<file path="src/sv/tscw_pkg.sv">
// Package for the text screen character writer: sizes, codes and shared types.
// Used by every module of the block; depends on nothing.
package tscw_pkg;

    localparam int MaxCols  = 128;
    localparam int MaxRows  = 64;
    localparam int TabWidth = 8;
    localparam int ColW     = 8;
    localparam int RowW     = 6;
    localparam int AddrW    = 13;
    localparam int CellW    = 58;

    // Control bytes and printable threshold.
    localparam logic [7:0] CH_BS  = 8'd8;
    localparam logic [7:0] CH_TAB = 8'd9;
    localparam logic [7:0] CH_LF  = 8'd10;
    localparam logic [7:0] CH_CR  = 8'd13;
    localparam logic [7:0] CH_FIRST_PRINT = 8'd32;

    // Register indexes on the configuration port.
    localparam logic [2:0] REG_COLS   = 3'd0;
    localparam logic [2:0] REG_ROWS   = 3'd1;
    localparam logic [2:0] REG_TOP    = 3'd2;
    localparam logic [2:0] REG_BOTTOM = 3'd3;
    localparam logic [2:0] REG_FORE   = 3'd4;
    localparam logic [2:0] REG_BACK   = 3'd5;
    localparam logic [2:0] REG_BOLD   = 3'd6;
    localparam logic [2:0] REG_INV    = 3'd7;

    localparam logic [23:0] FORE_RESET = 24'hE0E0E0;
    localparam logic [23:0] BACK_RESET = 24'h1A1B26;

    // Item class decided by the front part.
    localparam logic [2:0] OP_NONE  = 3'd0;
    localparam logic [2:0] OP_CR    = 3'd1;
    localparam logic [2:0] OP_LF    = 3'd2;
    localparam logic [2:0] OP_TAB   = 3'd3;
    localparam logic [2:0] OP_BS    = 3'd4;
    localparam logic [2:0] OP_PRINT = 3'd5;

    typedef struct packed {
        logic [2:0] op;
        logic [7:0] ch;
        logic       last;
    } cmd_t;

    typedef struct packed {
        logic [7:0]  cursor_col;
        logic [5:0]  cursor_row;
        logic        cell_written;
        logic [6:0]  cell_col;
        logic [5:0]  cell_row;
        logic [7:0]  cell_char;
        logic [23:0] cell_fore;
        logic [23:0] cell_back;
        logic        cell_bold;
        logic        cell_inverse;
        logic        region_scrolled;
        logic        burst_done;
    } result_t;

endpackage

</file>
<file path="src/sv/tscw_in_if.sv">
// Input channel of the character writer: one stream byte per item.
// Depends on nothing but the handshake signals it carries.
interface tscw_in_if;
    logic       valid;
    logic       ready;
    logic [7:0] char_byte;
    logic       burst_last;

    modport source (output valid, output char_byte, output burst_last, input ready);
    modport sink (input valid, input char_byte, input burst_last, output ready);
endinterface

</file>
<file path="src/sv/tscw_out_if.sv">
// Output channel of the character writer: one result item per byte.
// Depends on nothing but the handshake signals it carries.
interface tscw_out_if;
    logic        valid;
    logic        ready;
    logic [7:0]  cursor_col;
    logic [5:0]  cursor_row;
    logic        cell_written;
    logic [6:0]  cell_col;
    logic [5:0]  cell_row;
    logic [7:0]  cell_char;
    logic [23:0] cell_fore;
    logic [23:0] cell_back;
    logic        cell_bold;
    logic        cell_inverse;
    logic        region_scrolled;
    logic        burst_done;

    modport source (output valid, output cursor_col, output cursor_row, output cell_written,
                    output cell_col, output cell_row, output cell_char, output cell_fore,
                    output cell_back, output cell_bold, output cell_inverse,
                    output region_scrolled, output burst_done, input ready);
    modport sink (input valid, input cursor_col, input cursor_row, input cell_written,
                  input cell_col, input cell_row, input cell_char, input cell_fore,
                  input cell_back, input cell_bold, input cell_inverse,
                  input region_scrolled, input burst_done, output ready);
endinterface

</file>
<file path="src/sv/tscw_front.sv">
// Front part: accepts stream bytes, classifies them and queues commands.
// Depends on tscw_pkg and tscw_in_if.
module tscw_front (
    input  logic              clk,
    input  logic              rst_n,
    tscw_in_if.sink           in_ch,
    output tscw_pkg::cmd_t    cmd,
    output logic              cmd_valid,
    input  logic              cmd_pop
);

    tscw_pkg::cmd_t fifo_reg [2];
    logic [0:0]     wptr_reg;
    logic [0:0]     rptr_reg;
    logic [1:0]     count_reg;
    logic           push;
    tscw_pkg::cmd_t classified;

    // Decode the byte into an operation class.
    always_comb
    begin
        classified.ch   = in_ch.char_byte;
        classified.last = in_ch.burst_last;
        case (in_ch.char_byte)
            tscw_pkg::CH_CR:  classified.op = tscw_pkg::OP_CR;
            tscw_pkg::CH_LF:  classified.op = tscw_pkg::OP_LF;
            tscw_pkg::CH_TAB: classified.op = tscw_pkg::OP_TAB;
            tscw_pkg::CH_BS:  classified.op = tscw_pkg::OP_BS;
            default:
            begin
                if (in_ch.char_byte >= tscw_pkg::CH_FIRST_PRINT)
                    classified.op = tscw_pkg::OP_PRINT;
                else
                    classified.op = tscw_pkg::OP_NONE;
            end
        endcase
    end

    assign in_ch.ready = (count_reg != 2'd2);
    assign push        = in_ch.valid && in_ch.ready;
    assign cmd_valid   = (count_reg != 2'd0);
    assign cmd         = fifo_reg[rptr_reg];

    // Two-entry command queue.
    always_ff @(posedge clk)
    begin
        if (push)
            fifo_reg[wptr_reg] <= classified;
    end

    always_ff @(posedge clk or negedge rst_n)
    begin
        if (!rst_n)
        begin
            wptr_reg  <= 1'b0;
            rptr_reg  <= 1'b0;
            count_reg <= 2'd0;
        end
        else
        begin
            if (push)
                wptr_reg <= wptr_reg + 1'b1;
            if (cmd_pop)
                rptr_reg <= rptr_reg + 1'b1;
            count_reg <= count_reg + {1'b0, push} - {1'b0, cmd_pop};
        end
    end

endmodule

</file>
<file path="src/sv/tscw_back.sv">
// Back part: moves the cursor, writes cells and scrolls the region of the store.
// Depends on tscw_pkg; holds the cell store as a local memory.
module tscw_back (
    input  logic                 clk,
    input  logic                 rst_n,
    input  tscw_pkg::cmd_t       cmd,
    input  logic                 cmd_valid,
    output logic                 cmd_pop,
    input  logic [7:0]           cols,
    input  logic [6:0]           rows,
    input  logic [5:0]           top,
    input  logic [5:0]           bot,
    input  logic [23:0]          fore_color,
    input  logic [23:0]          back_color,
    input  logic                 bold_on,
    input  logic                 inverse_on,
    output tscw_pkg::result_t    res,
    output logic                 res_valid,
    input  logic                 res_ready,
    output logic                 busy
);

    localparam logic [2:0] S_IDLE  = 3'd0;
    localparam logic [2:0] S_CLEAR = 3'd1;
    localparam logic [2:0] S_COPYR = 3'd2;
    localparam logic [2:0] S_COPYW = 3'd3;
    localparam logic [2:0] S_BLANK = 3'd4;
    localparam logic [2:0] S_WRITE = 3'd5;

    logic [tscw_pkg::CellW-1:0] mem [1 << tscw_pkg::AddrW];
    logic [tscw_pkg::CellW-1:0] rdata_reg;

    logic [2:0]  state_reg, state_next;
    logic [7:0]  col_reg, col_next;
    logic [5:0]  row_reg, row_next;
    logic [13:0] clr_reg, clr_next;
    logic [5:0]  crow_reg, crow_next;
    logic [6:0]  ccol_reg, ccol_next;
    tscw_pkg::cmd_t    cur_reg, cur_next;
    logic              scr_reg, scr_next;
    tscw_pkg::result_t res_reg, res_next;
    logic              rv_reg, rv_next;

    logic        we;
    logic [12:0] waddr;
    logic [57:0] wdata;
    logic [12:0] raddr;
    logic [7:0]  ccol;
    logic [5:0]  crow;
    logic [7:0]  tabn;
    logic [23:0] sf, sb;

    assign res       = res_reg;
    assign res_valid = rv_reg;
    assign busy      = (state_reg != S_IDLE) || rv_reg;

    // Cursor after the stale-cursor clamp.
    assign ccol = (col_reg > cols) ? cols : col_reg;
    assign crow = ({1'b0, row_reg} > rows - 7'd1) ? 6'(rows - 7'd1) : row_reg;
    assign tabn = {ccol[7:3], 3'b000} + 8'(tscw_pkg::TabWidth);
    assign sf   = inverse_on ? back_color : fore_color;
    assign sb   = inverse_on ? fore_color : back_color;
    assign raddr = {6'(crow_reg + 6'd1), ccol_reg};

    // Cell store with registered read.
    always_ff @(posedge clk)
    begin
        if (we)
            mem[waddr] <= wdata;
        rdata_reg <= mem[raddr];
    end

    always_comb
    begin
        state_next = state_reg;
        col_next   = col_reg;
        row_next   = row_reg;
        clr_next   = clr_reg;
        crow_next  = crow_reg;
        ccol_next  = ccol_reg;
        cur_next   = cur_reg;
        scr_next   = scr_reg;
        res_next   = res_reg;
        rv_next    = rv_reg;
        cmd_pop    = 1'b0;
        we         = 1'b0;
        waddr      = clr_reg[12:0];
        wdata      = '0;
        if (rv_reg && res_ready)
            rv_next = 1'b0;
        case (state_reg)
            S_CLEAR:
            begin
                we       = 1'b1;
                clr_next = clr_reg + 14'd1;
                if (clr_reg == 14'((1 << tscw_pkg::AddrW) - 1))
                    state_next = S_IDLE;
            end
            S_IDLE:
            begin
                if (cmd_valid && !(rv_reg && !res_ready))
                begin
                    cmd_pop  = 1'b1;
                    cur_next = cmd;
                    scr_next = 1'b0;
                    col_next = ccol;
                    row_next = crow;
                    case (cmd.op)
                        tscw_pkg::OP_CR: col_next = 8'd0;
                        tscw_pkg::OP_TAB:
                            col_next = (tabn < cols - 8'd1) ? tabn : cols - 8'd1;
                        tscw_pkg::OP_BS:
                            if (ccol > cols - 8'd1)
                                col_next = cols - 8'd1;
                            else if (ccol != 8'd0)
                                col_next = ccol - 8'd1;
                        tscw_pkg::OP_LF, tscw_pkg::OP_PRINT:
                        begin
                            if (cmd.op == tscw_pkg::OP_PRINT && ccol >= cols)
                                col_next = 8'd0;
                            if (cmd.op == tscw_pkg::OP_LF || ccol >= cols)
                            begin
                                if (crow == bot)
                                begin
                                    scr_next  = 1'b1;
                                    crow_next = top;
                                    ccol_next = 7'd0;
                                end
                                else if ({1'b0, crow} + 7'd1 < rows)
                                    row_next = crow + 6'd1;
                            end
                        end
                        default: ;
                    endcase
                    if (scr_next)
                        state_next = (top == bot) ? S_BLANK : S_COPYR;
                    else
                        state_next = S_WRITE;
                end
            end
            S_COPYR:
                state_next = S_COPYW;
            S_COPYW:
            begin
                we    = 1'b1;
                waddr = {crow_reg, ccol_reg};
                wdata = rdata_reg;
                ccol_next = ccol_reg + 7'd1;
                state_next = S_COPYR;
                if (ccol_reg == 7'(tscw_pkg::MaxCols - 1))
                begin
                    crow_next = crow_reg + 6'd1;
                    if (crow_reg + 6'd1 == bot)
                        state_next = S_BLANK;
                end
            end
            S_BLANK:
            begin
                we    = 1'b1;
                waddr = {bot, ccol_reg};
                ccol_next = ccol_reg + 7'd1;
                if (ccol_reg == 7'(tscw_pkg::MaxCols - 1))
                    state_next = S_WRITE;
            end
            S_WRITE:
            begin
                res_next = '0;
                res_next.burst_done      = cur_reg.last;
                res_next.region_scrolled = scr_reg;
                res_next.cursor_col      = col_reg;
                res_next.cursor_row      = row_reg;
                if (cur_reg.op == tscw_pkg::OP_PRINT)
                begin
                    we    = 1'b1;
                    waddr = {row_reg, col_reg[6:0]};
                    wdata = {inverse_on, bold_on, sb, sf, cur_reg.ch};
                    res_next.cell_written = 1'b1;
                    res_next.cell_col     = col_reg[6:0];
                    res_next.cell_row     = row_reg;
                    res_next.cell_char    = cur_reg.ch;
                    res_next.cell_fore    = sf;
                    res_next.cell_back    = sb;
                    res_next.cell_bold    = bold_on;
                    res_next.cell_inverse = inverse_on;
                    res_next.cursor_col   = col_reg + 8'd1;
                    col_next              = col_reg + 8'd1;
                end
                rv_next    = 1'b1;
                state_next = S_IDLE;
            end
            default: state_next = S_IDLE;
        endcase
    end

    always_ff @(posedge clk or negedge rst_n)
    begin
        if (!rst_n)
        begin
            state_reg <= S_CLEAR;
            col_reg   <= 8'd0;
            row_reg   <= 6'd0;
            clr_reg   <= 14'd0;
            crow_reg  <= 6'd0;
            ccol_reg  <= 7'd0;
            scr_reg   <= 1'b0;
            rv_reg    <= 1'b0;
        end
        else
        begin
            state_reg <= state_next;
            col_reg   <= col_next;
            row_reg   <= row_next;
            clr_reg   <= clr_next;
            crow_reg  <= crow_next;
            ccol_reg  <= ccol_next;
            scr_reg   <= scr_next;
            rv_reg    <= rv_next;
        end
    end

    // Payload registers.
    always_ff @(posedge clk)
    begin
        cur_reg <= cur_next;
        res_reg <= res_next;
    end

endmodule

</file>
<file path="src/sv/text_screen_char_writer.sv">
// Top level: a non-scrolling byte goes from the queue through the idle and write states
// to a registered result; a new byte is taken once the last result is accepted.
// A scroll copies each row moved over all 128 columns, a read and a write state per
// cell, then blanks the bottom row. Registers reset to defaults; a pass after reset
// blanks all 8192 cells while at most two items queue and register writes are taken.
module text_screen_char_writer (
    input  logic        clk,
    input  logic        rst_n,
    tscw_in_if.sink     in_ch,
    tscw_out_if.source  out_ch,
    input  logic        psel,
    input  logic        penable,
    input  logic        pwrite,
    input  logic [4:0]  paddr,
    input  logic [31:0] pwdata,
    output logic [31:0] prdata,
    output logic        pready
);

    logic [7:0]  cols_reg;
    logic [6:0]  rows_reg;
    logic [5:0]  top_reg, bot_reg;
    logic [23:0] fore_reg, back_reg;
    logic        bold_reg, inv_reg;
    logic [7:0]  cols;
    logic [6:0]  rows;
    logic [5:0]  top, bot, botc;
    logic [2:0]  idx;
    tscw_pkg::cmd_t    cmd;
    logic              cmd_valid, cmd_pop, busy;
    tscw_pkg::result_t res;

    assign pready = 1'b1;
    assign idx    = paddr[4:2];

    // Register writes.
    always_ff @(posedge clk or negedge rst_n)
    begin
        if (!rst_n)
        begin
            cols_reg <= 8'd80;
            rows_reg <= 7'd25;
            top_reg  <= 6'd0;
            bot_reg  <= 6'd24;
            fore_reg <= tscw_pkg::FORE_RESET;
            back_reg <= tscw_pkg::BACK_RESET;
            bold_reg <= 1'b0;
            inv_reg  <= 1'b0;
        end
        else if (psel && penable && pwrite)
        begin
            case (idx)
                tscw_pkg::REG_COLS:   cols_reg <= pwdata[7:0];
                tscw_pkg::REG_ROWS:   rows_reg <= pwdata[6:0];
                tscw_pkg::REG_TOP:    top_reg  <= pwdata[5:0];
                tscw_pkg::REG_BOTTOM: bot_reg  <= pwdata[5:0];
                tscw_pkg::REG_FORE:   fore_reg <= pwdata[23:0];
                tscw_pkg::REG_BACK:   back_reg <= pwdata[23:0];
                tscw_pkg::REG_BOLD:   bold_reg <= pwdata[0];
                tscw_pkg::REG_INV:    inv_reg  <= pwdata[0];
                default: ;
            endcase
        end
    end

    // Register reads.
    always_comb
    begin
        case (idx)
            tscw_pkg::REG_COLS:   prdata = {24'd0, cols_reg};
            tscw_pkg::REG_ROWS:   prdata = {25'd0, rows_reg};
            tscw_pkg::REG_TOP:    prdata = {26'd0, top_reg};
            tscw_pkg::REG_BOTTOM: prdata = {26'd0, bot_reg};
            tscw_pkg::REG_FORE:   prdata = {8'd0, fore_reg};
            tscw_pkg::REG_BACK:   prdata = {8'd0, back_reg};
            tscw_pkg::REG_BOLD:   prdata = {31'd0, bold_reg};
            default:              prdata = {31'd0, inv_reg};
        endcase
    end

    // Clamped geometry.
    assign cols = (cols_reg == 8'd0) ? 8'd1 : (cols_reg > 8'd128 ? 8'd128 : cols_reg);
    assign rows = (rows_reg == 7'd0) ? 7'd1 : (rows_reg > 7'd64 ? 7'd64 : rows_reg);
    assign top  = ({1'b0, top_reg} > rows - 7'd1) ? 6'(rows - 7'd1) : top_reg;
    assign botc = ({1'b0, bot_reg} > rows - 7'd1) ? 6'(rows - 7'd1) : bot_reg;
    assign bot  = (botc < top) ? top : botc;

    tscw_front u_front (
        .clk       (clk),
        .rst_n     (rst_n),
        .in_ch     (in_ch),
        .cmd       (cmd),
        .cmd_valid (cmd_valid),
        .cmd_pop   (cmd_pop)
    );

    tscw_back u_back (
        .clk        (clk),
        .rst_n      (rst_n),
        .cmd        (cmd),
        .cmd_valid  (cmd_valid),
        .cmd_pop    (cmd_pop),
        .cols       (cols),
        .rows       (rows),
        .top        (top),
        .bot        (bot),
        .fore_color (fore_reg),
        .back_color (back_reg),
        .bold_on    (bold_reg),
        .inverse_on (inv_reg),
        .res        (res),
        .res_valid  (out_ch.valid),
        .res_ready  (out_ch.ready),
        .busy       (busy)
    );

    assign out_ch.cursor_col      = res.cursor_col;
    assign out_ch.cursor_row      = res.cursor_row;
    assign out_ch.cell_written    = res.cell_written;
    assign out_ch.cell_col        = res.cell_col;
    assign out_ch.cell_row        = res.cell_row;
    assign out_ch.cell_char       = res.cell_char;
    assign out_ch.cell_fore       = res.cell_fore;
    assign out_ch.cell_back       = res.cell_back;
    assign out_ch.cell_bold       = res.cell_bold;
    assign out_ch.cell_inverse    = res.cell_inverse;
    assign out_ch.region_scrolled = res.region_scrolled;
    assign out_ch.burst_done      = res.burst_done;

`ifndef SYNTHESIS
    // A cell is never reported written without the cursor having moved past it.
    assert property (@(posedge clk) disable iff (!rst_n)
        out_ch.valid && out_ch.cell_written |-> out_ch.cursor_col != 8'd0)
        else $error("written cell with cursor at column zero");
    // The back part is busy whenever a result is waiting.
    assert property (@(posedge clk) disable iff (!rst_n)
        out_ch.valid |-> busy)
        else $error("result pending while back part idle");
    // A command is only taken when one is queued.
    assert property (@(posedge clk) disable iff (!rst_n)
        cmd_pop |-> cmd_valid)
        else $error("command taken from empty queue");
`endif

endmodule

</file>
<file path="src/flat_wrapper.sv">
// flat-port wrapper written by rule: the top's interface ports become plain ports
module text_screen_char_writer_flat 
  (clk, rst_n, psel, penable, pwrite, paddr, pwdata, prdata, pready, in_ch_valid, in_ch_char_byte, in_ch_burst_last, in_ch_ready, out_ch_valid, out_ch_cursor_col, out_ch_cursor_row, out_ch_cell_written, out_ch_cell_col, out_ch_cell_row, out_ch_cell_char, out_ch_cell_fore, out_ch_cell_back, out_ch_cell_bold, out_ch_cell_inverse, out_ch_region_scrolled, out_ch_burst_done, out_ch_ready);
  tscw_in_if in_ch_i ();
  tscw_out_if out_ch_i ();
  input  logic clk;
  input  logic rst_n;
  input  logic psel;
  input  logic penable;
  input  logic pwrite;
  input  logic [4:0] paddr;
  input  logic [31:0] pwdata;
  output logic [31:0] prdata;
  output logic pready;
  input wire logic [$bits(in_ch_i.valid)-1:0] in_ch_valid;
  input wire logic [$bits(in_ch_i.char_byte)-1:0] in_ch_char_byte;
  input wire logic [$bits(in_ch_i.burst_last)-1:0] in_ch_burst_last;
  output wire logic [$bits(in_ch_i.ready)-1:0] in_ch_ready;
  output wire logic [$bits(out_ch_i.valid)-1:0] out_ch_valid;
  output wire logic [$bits(out_ch_i.cursor_col)-1:0] out_ch_cursor_col;
  output wire logic [$bits(out_ch_i.cursor_row)-1:0] out_ch_cursor_row;
  output wire logic [$bits(out_ch_i.cell_written)-1:0] out_ch_cell_written;
  output wire logic [$bits(out_ch_i.cell_col)-1:0] out_ch_cell_col;
  output wire logic [$bits(out_ch_i.cell_row)-1:0] out_ch_cell_row;
  output wire logic [$bits(out_ch_i.cell_char)-1:0] out_ch_cell_char;
  output wire logic [$bits(out_ch_i.cell_fore)-1:0] out_ch_cell_fore;
  output wire logic [$bits(out_ch_i.cell_back)-1:0] out_ch_cell_back;
  output wire logic [$bits(out_ch_i.cell_bold)-1:0] out_ch_cell_bold;
  output wire logic [$bits(out_ch_i.cell_inverse)-1:0] out_ch_cell_inverse;
  output wire logic [$bits(out_ch_i.region_scrolled)-1:0] out_ch_region_scrolled;
  output wire logic [$bits(out_ch_i.burst_done)-1:0] out_ch_burst_done;
  input wire logic [$bits(out_ch_i.ready)-1:0] out_ch_ready;
  assign in_ch_i.valid = in_ch_valid;
  assign in_ch_i.char_byte = in_ch_char_byte;
  assign in_ch_i.burst_last = in_ch_burst_last;
  assign in_ch_ready = in_ch_i.ready;
  assign out_ch_valid = out_ch_i.valid;
  assign out_ch_cursor_col = out_ch_i.cursor_col;
  assign out_ch_cursor_row = out_ch_i.cursor_row;
  assign out_ch_cell_written = out_ch_i.cell_written;
  assign out_ch_cell_col = out_ch_i.cell_col;
  assign out_ch_cell_row = out_ch_i.cell_row;
  assign out_ch_cell_char = out_ch_i.cell_char;
  assign out_ch_cell_fore = out_ch_i.cell_fore;
  assign out_ch_cell_back = out_ch_i.cell_back;
  assign out_ch_cell_bold = out_ch_i.cell_bold;
  assign out_ch_cell_inverse = out_ch_i.cell_inverse;
  assign out_ch_region_scrolled = out_ch_i.region_scrolled;
  assign out_ch_burst_done = out_ch_i.burst_done;
  assign out_ch_i.ready = out_ch_ready;
  text_screen_char_writer u_core (.clk(clk), .rst_n(rst_n), .in_ch(in_ch_i), .out_ch(out_ch_i), .psel(psel), .penable(penable), .pwrite(pwrite), .paddr(paddr), .pwdata(pwdata), .prdata(prdata), .pready(pready));
endmodule
</file>
<file path="config.mk">
export PLATFORM = sky130hd
export DESIGN_NAME = text_screen_char_writer_flat
export DESIGN_NICKNAME = d
export VERILOG_FILES = /design/src/sv/tscw_pkg.sv /design/src/sv/tscw_in_if.sv /design/src/sv/tscw_out_if.sv /design/src/sv/tscw_front.sv /design/src/sv/tscw_back.sv /design/src/sv/text_screen_char_writer.sv /design/src/flat_wrapper.sv
export SDC_FILE = /design/constraint.sdc
export NUM_CORES = 1
export LEC_CHECK = 0
export ABC_AREA = 1
export BUFFER_PORTS_ARGS = -buffer_cell sky130_fd_sc_hd__buf_2
export CORE_MARGIN = 2
export CORE_UTILIZATION = 41
export CTS_CLUSTER_SIZE = 12
export DETAILED_ROUTE_END_ITERATION = 16
export SLEW_MARGIN = 5
export SYNTH_ARGS = -nofsm -noshare
export SYNTH_HDL_FRONTEND = slang
export SYNTH_SLANG_ARGS = --single-unit
export TNS_END_PERCENT = 10
</file>
<file path="constraint.sdc">
create_clock -name clk -period 22.1 [get_ports clk]
set_clock_uncertainty 0.05 [all_clocks]
set_input_delay 6.63 -clock clk [delete_from_list [all_inputs] [get_ports clk]]
set_output_delay 6.63 -clock clk [all_outputs]
set_load 0.02 [all_outputs]
</file>
## Word-level counts from Yosys, hierarchy flattened

Memory sizes are Yosys's and may differ from the RTL's.
Cells that the tools add are included.
Widths: inputs -> output; s select.

| storage, ports and cells | value |
|---|---|
| memories kept | 1 |
| input bits | 53 |
| output and inout port bits | 123 |
| flip-flop bits (word level) | 227 |
| bits in writable memories | 24 |
| word-level logic and storage cells | 188 |

Memories:

| name | words | bits a word | read ports | clocked after Yosys merged registers in | wr ports | RTL line | RTL |
|---|---|---|---|---|---|---|---|
| u_core.u_front.fifo_reg | 2 | 12 | 1 | 0 | 1 | tscw_front.sv:12 | `tscw_pkg::cmd_t fifo_reg [2];` |

| operators by class | value |
|---|---|
| order comparisons | 12 |
| equality and inequality tests | 35 |
| add/sub/neg operators | 14 |
| multiplexer cells | 57 |
| reduce and logical (&&, ||, !) cells | 35 |

Operators with widths:

| cell | count |
|---|---|
| $pmux 24 s7 | 1 |
| $mux 6 | 13 |
| $mux 72 | 1 |
| $mux 8 | 9 |
| $mux 24 | 2 |
| $mux 7 | 6 |
| $eq 8x4->1 const B | 4 |
| $pmux 8 s4 | 1 |
| $eq 3x3->1 const B | 9 |
| $mux 3 | 8 |
| $gt 6x7->1 | 3 |
| $reduce_and 2->1 | 10 |
| $eq 3x2->1 const B | 6 |
| $eq 6x6->1 | 3 |
| $gt 8x8->1 | 2 |
| $pmux 8 s2 | 1 |
| $sub 8x1->8 const B | 2 |
| $pmux 3 s5 | 1 |
| $add 14x1->14 const B | 1 |
| $eq 14x13->1 const B | 1 |
| $ne 2x2->1 const B | 7 |
| $pmux 7 s2 | 1 |
| $add 6x1->6 const B | 2 |
| $pmux 3 s4 | 1 |
| other kinds (32) | 58 |

## Depth between registers and ports, before layout

| logic depth | value |
|---|---|
| word-level depth | 17 |
| mapped depth | 40 |
| gate-level depth less buffers | 40 |

## Hierarchy

A second synthesis with hierarchy kept.

| unflattened totals | value |
|---|---|
| cell total of the unflattened synthesis | 1809 |
| area total of the unflattened synthesis | 14769.2 um^2 |

Modules (own cells, without submodules):

| module | seq. area each (um^2) | area each (um^2) | cells each | instances |
|---|---|---|---|---|
| tscw_back | 4155.2 | 9122.5 | 1140 | 1 |
| text_screen_char_writer | 1959.4 | 4430.5 | 577 | 1 |
| tscw_front | 820.8 | 1216.2 | 92 | 1 |

## Least setup slack after synthesis

OpenSTA, ideal clock, no wires.

| timing path | value |
|---|---|
| path type | input-to-output |
| from | input paddr[4] |
| to | output prdata[1] |
| required time | 15.420 ns |
| cell stages on the path | 5 |
| arrival | 7.724 ns |
| setup slack | 7.696 ns |
| path through | inv_1 -> nor3_1 -> inv_1 -> clkbuf_1 -> o2111ai_1 |

| on the way | value |
|---|---|
| word-level cells in the longest chain between the ends | 2 |
| elaborated cells between the ends (all ways) | 8 |
| those cells by class | 6 x eq/ne; 1 x mux; 1 x reduce/logical |

RTL lines:

| element | RTL line | RTL |
|---|---|---|
| start, declared | flat_wrapper.sv:11 | `input logic [4:0] paddr;` |
| $eq 3x3->1 (tied with other cells) | text_screen_char_writer.sv:69 | `case (idx)` |
| $pmux 24 s7 (*) | text_screen_char_writer.sv:69 |  |
| end, declared | flat_wrapper.sv:13 | `output logic [31:0] prdata;` |

Every way passes the cells marked *; elsewhere a longest branch is shown, timed or not.

## Worst setup path after layout

| timing path | value |
|---|---|
| from | input paddr[4] |
| to | output prdata[6] |

The elaborated chain is that of the path after synthesis.

==> metrics.txt <==
outcome finished clean; commonest non-fill, non-tap cell in the layout nand2_1; setup ws final 6.846 ns; crit path kind in -> out; Max Slew Vio Count 0; most frequent cells in the layout 385 x nand2_1, 263 x inv_1, 176 x o21ai_0, 155 x buf_2, 124 x edfxtp_1; Initial DRC Count 895; Die H roughly 190 um; core footprint 33,700 um2; num ports 176; Post-DRT Antenna Nets 0; reg2reg start u_core.cols_reg[5]$_DFFE_PN0P_; clk root buf clkbuf_16; average size of a mapped cell 8.481 um2; synthesis-to-finish area growth 15.23%; clock sinks about 250; CTS resizes 0; Worst-Skew Late Latency about 0.56 ns; Fin Setup TNS 0 ns; power per standard cell area approximately 140 nW/um2; crit end category primary output; Leakage Power 7.805 nW; first drt pass iteration count 7; Synthesis Warnings 0; CP required 15.42 ns; final hold violation count 0; I/O Buffers 156; antenna cells 0; Pwr Total approximately 2.3 mW; R2R depth 28; FP Rows 67; GPL Wtd Cong 0.8997; Routed WL 35,500 um; Largest register FFs 88; width of the die 189.4 um; Starting Density a little over two fifths; Worst Path Arrival 8.57 ns; vias in the first global route 10.95k; DRC Markers 0; fin crit period 15.25 ns; Nets about 1.9k; TritonCTS Buffers 28; worst hold path cell count 0; CP max-delay cell inv_1; sequential-to-total area share from yosys stat between 40% and 50%; post-CTS setup buffers 0; VDD IR-drop max 64.59 uV; vias per cell 5.039; final setup vio count 0; drt wl/cell 15.55 um; RSZ-0062 raised after global routing no; setup slack, reg-to-reg 15.51 ns; hold_buf cts 0; crit-path max FO 22; htree depth 1; Synth cell types 51; grt total ovfl 0; Detail Placement HPWL 26,000 um; CTS tree done; crit start category input pin; Worst Tran Pin Value around 1.1 ns; Syn Inst Count 1,662; share of cells above drive strength 1 16.24%; GRT Total Usage about a fifth; crit share post-route 69.02%; Worst Hold Class reg -> reg; pre-CTS setup slack 6.878 ns; Worst-path clk slew approximately 0.060 ns; Rel. slew slack 27.56%; pin count of the biggest net entering global routing 99; Hold Crit Endpoint u_core.u_back.res[0]$_DFFE_PP_; vias 11.51k; crit path cell chain buf_2 -> inv_1 -> nor3_1 -> inv_1 -> o22ai_1 -> a221o_1 -> buf_2; DIE AREA 35,880 um2; reg2reg end u_core.u_back.col_reg[1]$_DFFE_PN0P_; FF+latch count, synth 251; total of max-cap violations 0; Max clock buf depth 3; Post-Syn Area about 14,000 um2; first-pass GRT wire length 56,840 um; Hold Path Origin u_core.u_back.cur_reg[0]$_DFFE_PP_; FMAX approximately 66 MHz; initial antenna violation count 0; max incr delay on CP approximately 0.53 ns
==> final cells by class <==
cell class | count | area [um2]
Multi-Input combinational cell | 1096 | 5936
Tap cell | 448 | 560.5
Clock buffer | 43 | 808.3
Fill cell | 3340 | 17460
Timing Repair Buffer | 166 | 858.3
Inverter | 270 | 1018
Sequential cell | 251 | 6937
Clock inverter | 9 | 125.1
==> Yosys cell counts, drive strengths merged <==
| cell type | instances | share of area, % |
|---|---|---|
| a31o | 1 | 0.062 |
| or2 | 1 | 0.044 |
| buf | 17 | 0.86 |
| o41ai | 1 | 0.062 |
| o21bai | 1 | 0.053 |
| a21oi | 42 | 1.7 |
| clkbuf | 37 | 0.99 |
| ha | 61 | 5.4 |
| dfstp | 27 | 5.0 |
| nand2 | 408 | 12 |
| o221ai | 3 | 0.19 |
| a221oi | 2 | 0.12 |
| nand3 | 101 | 3.8 |
| o31ai | 5 | 0.27 |
| mux2 | 9 | 0.72 |
| inv | 270 | 7.2 |
| o211ai | 14 | 0.75 |
| a22oi | 1 | 0.053 |
| o22ai | 31 | 1.4 |
| a211oi | 2 | 0.11 |
| a31oi | 1 | 0.044 |
| conb | 2 | 0.053 |
| o21ai | 191 | 7.0 |
| nor2 | 109 | 3.1 |
| o2111ai | 9 | 0.56 |
| a221o | 1 | 0.071 |
| nor4 | 3 | 0.13 |
| xnor2 | 10 | 0.62 |
| nor3 | 21 | 0.75 |
| nand4 | 17 | 0.75 |
| xor2 | 33 | 2.1 |
| o21a | 5 | 0.27 |
| dfrtp | 100 | 18 |
| edfxtp | 124 | 26 |
| and2 | 2 | 0.089 |
==> cells by family after synthesis <==
group / synth area share [%]
flops: 49.20
simple gates: 20.22
xor+xnor: 2.725
compound gates: 12.60
buf+inv: 9.071
other cells: 0.05328
mux: 0.7190
fa+ha+maj: 5.415
==> critical path: cells and delay by family <==
family | cells | cell delay, ns
AND/OR/NAND/NOR | 1 | 0.40
AO/OA/AOI/OAI | 2 | 0.60
buffers and inverters | 4 | 0.94
==> layer usage <==
metal / vias up / track usage [%] / wire (um)
met4: 0 / 6.052 / 994
met3: 64 / 2.428 / 1837
li1: 5761 / - / -
met1: 5395 / 26.41 / 16100
met5: - / 0 / 0
met2: 285 / 33.15 / 16570
==> power by group <==
part / switching (mW) / internal [mW] / total (mW)
clock: 0.187 / 0.277 / 0.463
sequential: 0.0762 / 0.668 / 0.744
combinational: 0.746 / 0.351 / 1.10
==> stage by stage <==
| step | area [um2] | util, % | cells | hold slack [ns] |
|---|---|---|---|---|
| 3_3_place_gp | 15310 | 45.43 | 2231 | 0.3585 |
| 3_5_place_dp | 15310 | 45.43 | 2231 | 0.3705 |
| 5_1_grt | 16240 | 48.20 | 2283 | 0.3932 |
| 2_1_floorplan | 14130 | - | 1671 | 0.3503 |
| 6_report | 16240 | 48.20 | 2283 | 0.3810 |
| 4_1_cts | 16240 | 48.20 | 2283 | 0.3828 |
==> how the worst max path moves through the flow <==
stage	slack (ns)	start	to
final	6.85	paddr[4]	prdata[6]
after floorplan	7.70	paddr[4]	prdata[1]
after detailed placement	6.88	paddr[4]	prdata[6]
after global placement	6.92	paddr[4]	prdata[6]
after CTS	6.87	paddr[4]	prdata[6]
after global routing	6.67	paddr[4]	prdata[6]
Power figures use the tool's default switching activity.
